`src/rtl/htd_pkg.sv`:
```
// Shared types and constants of the Huffman tree decoder.
// No dependencies; used by every module of the block but the checker.
package htd_pkg;

    localparam int NODE_COUNT_DEF = 511;
    localparam int IDX_W          = 9;
    localparam int SYM_W          = 8;
    localparam int CNT_W          = 32;
    localparam int BITS_PER_BYTE  = 8;
    localparam int BIT_CNT_W      = 4;

    // Request codes
    localparam logic REQ_LOAD   = 1'b0;
    localparam logic REQ_DECODE = 1'b1;

    // Sequencer states
    typedef enum logic [5:0] {
        ST_CLEAR     = 6'b000001,
        ST_IDLE      = 6'b000010,
        ST_DECODE    = 6'b000100,
        ST_FLUSH     = 6'b001000,
        ST_LOAD_READ = 6'b010000,
        ST_LOAD_LINK = 6'b100000
    } state_t;

    // One tree node as read from the node store
    typedef struct packed {
        logic             has_left;
        logic [IDX_W-1:0] left;
        logic [IDX_W-1:0] right;
        logic [SYM_W-1:0] sym;
    } node_info_t;

    // Write control for the node store: per-field enables, shared data
    typedef struct packed {
        logic             en_has_left;
        logic             en_left;
        logic             en_right;
        logic             en_sym;
        logic             has_left;
        logic [IDX_W-1:0] link;
        logic [SYM_W-1:0] sym;
    } wr_ctl_t;

    // Status of the decoded-symbol counter
    typedef struct packed {
        logic done;   // count >= total
        logic near;   // count + 1 >= total
    } cnt_flags_t;

endpackage

```
`src/rtl/htd_count_unit.sv`:
```
// Decoded-symbol counter with its compare unit against total_symbols.
// Depends on htd_pkg.
module htd_count_unit (
    input  logic                      clk,
    input  logic                      rst_n,
    input  logic                      clear,
    input  logic                      inc,
    input  logic [htd_pkg::CNT_W-1:0] total,
    output htd_pkg::cnt_flags_t       flags
);

    logic [htd_pkg::CNT_W-1:0] count_reg;
    logic [htd_pkg::CNT_W-1:0] count_next;
    logic [htd_pkg::CNT_W:0]   ahead;
    logic                      done_reg;
    logic                      done_next;
    logic                      near_reg;
    logic                      near_next;

    // Next count, then both flags from it
    always_comb
    begin
        priority if (clear)
        begin
            count_next = '0;
        end
        else if (inc)
        begin
            count_next = count_reg + 1'b1;
        end
        else
        begin
            count_next = count_reg;
        end
        ahead     = {1'b0, count_next} + 1'b1;
        done_next = (count_next >= total);
        near_next = (ahead >= {1'b0, total});
    end

    always_ff @(posedge clk or negedge rst_n)
    begin
        if (!rst_n)
        begin
            count_reg <= '0;
            done_reg  <= 1'b1;
            near_reg  <= 1'b1;
        end
        else
        begin
            count_reg <= count_next;
            done_reg  <= done_next;
            near_reg  <= near_next;
        end
    end

    assign flags.done = done_reg;
    assign flags.near = near_reg;

endmodule

```
`config.mk`:
```
export PLATFORM = sky130hd
export DESIGN_NAME = htd_count_unit
export DESIGN_NICKNAME = d
export VERILOG_FILES = /design/src/rtl/htd_pkg.sv /design/src/rtl/htd_count_unit.sv
export SDC_FILE = /design/constraint.sdc
export NUM_CORES = 1
export LEC_CHECK = 0
export BUFFER_PORTS_ARGS = -buffer_cell sky130_fd_sc_hd__buf_4
export CORE_ASPECT_RATIO = 1.2
export CORE_MARGIN = 4
export CORE_UTILIZATION = 50
export CTS_BUF_LIST = sky130_fd_sc_hd__clkbuf_16
export DETAILED_ROUTE_END_ITERATION = 7
export PLACE_DENSITY_LB_ADDON = 0.25
export SLEW_MARGIN = 20
export SYNTH_ARGS = -nofsm -noshare
export SYNTH_HDL_FRONTEND = slang
export SYNTH_SLANG_ARGS = --single-unit
```
`constraint.sdc`:
```
create_clock -name clk -period 5.85 [get_ports clk]
set_input_delay 0.585 -clock clk [delete_from_list [all_inputs] [get_ports clk]]
set_output_delay 0.585 -clock clk [all_outputs]
set_load 0.05 [all_outputs]
```
## Word level (Yosys, flattened, before mapping)

Index checks and enable logic that the tools add are counted.

| cells by class | value |
|---|---|
| $add $sub $neg | 2 |
| $lt $le $gt $ge | 2 |
| multiplexer cells | 2 |

Operators with widths:

| operator | number |
|---|---|
| $mux W32 | 2 |
| $add A32 B1 Y33 const B | 1 |
| $ge A33 B32 Y1 | 1 |
| $add A32 B1 Y32 const B | 1 |
| $ge A32 B32 Y1 | 1 |

| word-level totals | value |
|---|---|
| register bits | 34 |
| input port bits | 36 |
| word-level logic and storage cells | 9 |

## Depth between registers and ports, before layout

| logic depth | value |
|---|---|
| depth in word-level cells | 5 |
| gate-level depth with buffers | 20 |

## Worst setup path before layout

OpenSTA, ideal clock, no wires.

| path | value |
|---|---|
| kind | in2reg |
| from | input port clear |
| to | register near_reg |
| arrival | 4,327 ps |
| slack | 1,441 ps |
| stages on the path | 20 |
| path buffers | 3 |
| path through | clkbuf_1 clkbuf_1 clkbuf_1 nor2_1 ha_1 nand2_1 nor3_1 nand4_1 or3_4 nor2_1 xor2_1 ha_1 a21o_1 a21o_1 a21oi_1 o21ai_0 a2111oi_0 o211a_1 o21bai_1 o21bai_2 |

| between the ends | value |
|---|---|
| cells in the longest elaborated chain, start to end | 3 |

Ends and longest elaborated chain:

| element | RTL line | source |
|---|---|---|
| start, declared | htd_count_unit.sv:6 | `input logic clear,` |
| $mux W32 | htd_count_unit.sv:23 | `priority if (clear)` |
| net count_next (one bit) | htd_count_unit.sv:13 | `logic [htd_pkg::CNT_W-1:0] count_next;` |
| $add A32 B1 Y33 | htd_count_unit.sv:35 | `ahead = {1'b0, count_next} + 1'b1;` |
| $ge A33 B32 Y1 | htd_count_unit.sv:37 | `near_next = (ahead >= {1'b0, total});` |
| net near_next | htd_count_unit.sv:18 | `logic near_next;` |
| end signal, assigned | htd_count_unit.sv:52 | `near_reg <= near_next;` |
| end, declared | htd_count_unit.sv:17 | `logic near_reg;` |

The timed path passes the listed nets, and every way through them passes these cells.

## Worst setup path in the final report

| path | value |
|---|---|
| from | register count_reg[0] in the netlist's numbering |
| to | register near_reg |

| between the ends | value |
|---|---|
| cells in the longest elaborated chain, start to end | 5 |

Ends and longest elaborated chain:

| element | RTL line | source |
|---|---|---|
| start, declared | htd_count_unit.sv:12 | `logic [htd_pkg::CNT_W-1:0] count_reg;` |
| start signal, assigned | htd_count_unit.sv:50 | `count_reg <= count_next;` |
| $add A32 B1 Y32 | htd_count_unit.sv:29 | `count_next = count_reg + 1'b1;` |
| $mux W32 * | htd_count_unit.sv:27 | `else if (inc)` |
| $mux W32 * | htd_count_unit.sv:23 |  |
| $add A32 B1 Y33 * | htd_count_unit.sv:35 |  |
| $ge A33 B32 Y1 * | htd_count_unit.sv:37 |  |
| net near_next | htd_count_unit.sv:18 |  |

Mark *: on every way through the listed nets, which the timed path passes. The rest lies on a longest branch.

==> impl_metrics.csv <==
group,metric,value,unit
place,placed_cell_area,0.00442,mm^2
critical_path,rrSetupSlack,0.83,ns
outcome,status,"finished clean",
clock_network,postCtsSetupBuffers,0,
synth,ys_seq_area_frac,0.209,
place,dp_worst_setup_slack,0.746,ns
sta,grt_setup_unrepaired,"no",
route,drc,0,
layout,fin_util,0.588,
floorplan,die-area,0.00969,mm^2
critical_path,required,6.06,ns
power,totalPowerFinal,0.667,mW
global_route,grt_first_pass_wirelength,16700,um
critical_path,path_class,"register to register",
clock_network,cts_resized,0,
layout,syn_to_final_growth,12.7,%
synth,synth-seq-cells,34,
synth,netlist-cell-type-count,61,
critical_path,critPathMaxFanout,8,
layout,nets,624,
sta,tightest_slew,0.843,ns
hold_path,min_path_type,"input port to async pin",
clock_network,cts.clk_slew.worst_paths,0.06,ns
route,avgRoutedWirePerCell,16.6,um
critical_path,critPathArrivalTime,5.23,ns
layout,largest_register_ff_count,32,
sta,min_period_over_period,0.858,
route,dr.first_iter.drc_count,201,
synth,synth_nets,594,
layout,drive_gt1_frac,0.128,
synth,netlist_instances,492,
global_route,overflow,0,
layout,antennaDiodeCount,0,
place,hpwl,8100,um
synth,async_flop_share,1.00,
clock_network,cts_tree,"done",
critical_path,worstReg2RegStart,"count_reg[0]$_DFF_PN0_",
sta,fmax,199,MHz
route,vias_per_cell,5.93,
synth,yosys_warnings,0,
sta,fin_tns_setup,0,ns
layout,finalNonFillerCells,615,
floorplan,dieWidth,90.6,um
synth,synth.avg_cell_area,8.31,um^2
power,power_switching,0.151,mW
sta,period_minus_slack,5.02,ns
clock_network,cts_sinks,34,
power,power_frac_seq,0.358,
layout,fin_area,0.00461,mm^2
power,p_per_area,145,mW/mm^2
power,p_int,0.516,mW
global_route,grt_max_degree,40,
clock_network,htreeDepth,2,
synth,synth_area,0.00409,mm^2
power,switching_share,0.226,
place,gp_congestion,0.900,
synth,synth_ff_type,"dfrtp_1",
clock_network,cts-hold-fix-buffers,0,
power,ir_drop,0.116,mV
global_route,antenna_found_initial,0,
clock_network,cts_root_buf,"clkbuf_16",
place,port_buffers,37,
route,vias,3646,
place,dp.cells,607,
clock_network,cts_buffers,5,
critical_path,rr_worst_depth,18,
sta,hold-worst-slack,0.238,ns
synth,synth_edf_count,0,
sta,layout_setup_ws,0.831,ns
power,p_clk_frac,0.528,
sta,setup_violations,0,
floorplan,boundaryPins,38,
global_route,grtUsageTotal,0.212,
floorplan,core_area,0.00784,mm^2
floorplan,start_util,0.522,
critical_path,startpoint_type,"register",
route,firstDrtPassIters,4,
floorplan,rows,35,
power,leakagePower,2.39,nW
floorplan,die_h,107,um
global_route,grt_pass1_vias,3596,
sta,fin_skew,0.00668,ns
critical_path,endpoint_kind,"register",
power,combPwrFrac,0.114,
sta,report.final.slew_viol_count,0,
sta,hold_violations,0,
critical_path,timing.rr.end,"near_reg$_DFF_PN1_",
clock_network,cts.path.max_buffers,2,
job,maxCapViolCount,0,
clock_network,clock_latency,0.28,ns
route,routed_wl,10200,um
sta,max_slew_margin,0.423,
route,ant_nets,0,
layout,nFillCells,720,
-- metal layers --
| metal | share of wire | vias to the layer above | routed length [um] | track usage |
|---|---|---|---|---|
| met1 | 0.41 | 1689 | 4190 | 0.247 |
| met4 | 0.041 | 0 | 421 | 0.0952 |
| met2 | 0.50 | 100 | 5090 | 0.384 |
| li1 | - | 1828 | - | - |
| met5 | 0 | - | 0 | 0 |
| met3 | 0.049 | 29 | 502 | 0.0281 |
-- worst max-delay path: stages (launching register included) --
cell and delay [ns]:
dfrtp_1 0.44, ha_1 0.33, a21bo_2 0.24, a221oi_1 0.65
o211ai_1 0.22, a2111oi_2 0.42, nand4_1 0.28, nor3_2 0.41
nand2_1 0.13, xnor2_1 0.16, ha_1 0.19, a21o_1 0.17
a21o_1 0.18, a21oi_1 0.14, o21ai_0 0.13, a2111oi_0 0.41
o211a_1 0.21, o21bai_1 0.06, o21bai_2 0.18
-- worst max path at each step --
stage,startpoint,endpoint,slack [ns],depth (start not counted)
finish,count_reg[0]$_DFF_PN0_,near_reg$_DFF_PN1_,0.83,18
detailed placement,inc,near_reg$_DFF_PN1_,0.75,18
CTS,count_reg[0]$_DFF_PN0_,near_reg$_DFF_PN1_,0.85,18
global placement,inc,near_reg$_DFF_PN1_,0.88,18
global route,count_reg[0]$_DFF_PN0_,near_reg$_DFF_PN1_,0.38,18
floorplan,clear,near_reg$_DFF_PN1_,1.44,20
-- cells in the mapped netlist (2+ instances only) --
cell       instances  area, um^2
a2111oi_0          2        17.5
a211oi_1           2        15.0
a21o_1            21         158
a21oi_1           22         110
a31oi_1            4        25.0
and2_0             2        12.5
and2_1             6        37.5
and3_1             9        56.3
and4_1             2        17.5
buf_2              8        40.0
buf_4              3        22.5
clkbuf_1           4        15.0
dfrtp_1           32         801
dfstp_2            2        52.6
ha_1              66         826
inv_1             36         135
nand2_1           28         105
nand2b_1           5        31.3
nand3_1           22         110
nand3_2            2        20.0
nand3b_1           6        45.0
nand4_1           21         131
nor2_1            42         158
nor2b_1            5        31.3
nor3_1            11        55.1
nor3_2             2        20.0
nor3b_1            5        37.5
nor4_1             4        25.0
nor4_2             3        37.5
nor4b_1            4        35.0
o211ai_1           6        45.0
o21a_1             2        15.0
o21ai_0           19        95.1
or3_1              4        25.0
xnor2_1           17         149
xor2_1            38         333
-- cell type report --
class / instances / area [um^2] / area share
multi-input combinational: 406 / 3020 / 0.655
tap: 92 / 115 / 0.0250
clock buffer: 5 / 125 / 0.0271
timing repair buffer: 39 / 293 / 0.0635
inverter: 36 / 135 / 0.0293
sequential: 34 / 853 / 0.185
clock inverter: 3 / 68.8 / 0.0149
-- layout by cell type (no fill, tap or decap), types with 3 or more instances in the layout --
cell type | netlist | routed
a21oi_1 | 22 | 22
nand3b_1 | 6 | 6
nand3_1 | 22 | 22
ha_1 | 66 | 66
nor2_1 | 42 | 42
nand4_1 | 21 | 21
or3_1 | 4 | 4
nor4b_1 | 4 | 4
nor3_1 | 11 | 11
clkbuf_16 | 0 | 5
nor4_2 | 3 | 3
nor3b_1 | 5 | 5
nand2_1 | 28 | 28
nor4_1 | 4 | 4
a21o_1 | 21 | 21
xor2_1 | 38 | 38
xnor2_1 | 17 | 17
a31oi_1 | 4 | 4
nand2b_1 | 5 | 5
o211ai_1 | 6 | 6
and2_1 | 6 | 6
inv_1 | 36 | 36
buf_4 | 3 | 39
and3_1 | 9 | 9
nor2b_1 | 5 | 5
dfrtp_1 | 32 | 32
o21ai_0 | 19 | 19
-- kinds of logic (layout without fill, tap and decap cells) --
group	after synthesis	count (layout)	share of synthesized area
xor+xnor	56	56	0.122
fa+ha+maj	66	66	0.202
flops	34	34	0.209
mux	2	2	0.00520
compound gates	91	91	0.148
buf+inv	52	83	0.0529
simple gates	191	191	0.261
-- power by group through the flow --
stage                     registers [mW]  logic, mW  clock network (mW)
after floorplan                    0.242     0.0419                   0
after global placement             0.243     0.0738                   0
after detailed placement           0.243     0.0770                   0
after CTS                          0.239     0.0777               0.355
after global routing               0.239     0.0883               0.364
final                              0.239     0.0759               0.352
Power figures use the tool's default switching activity.
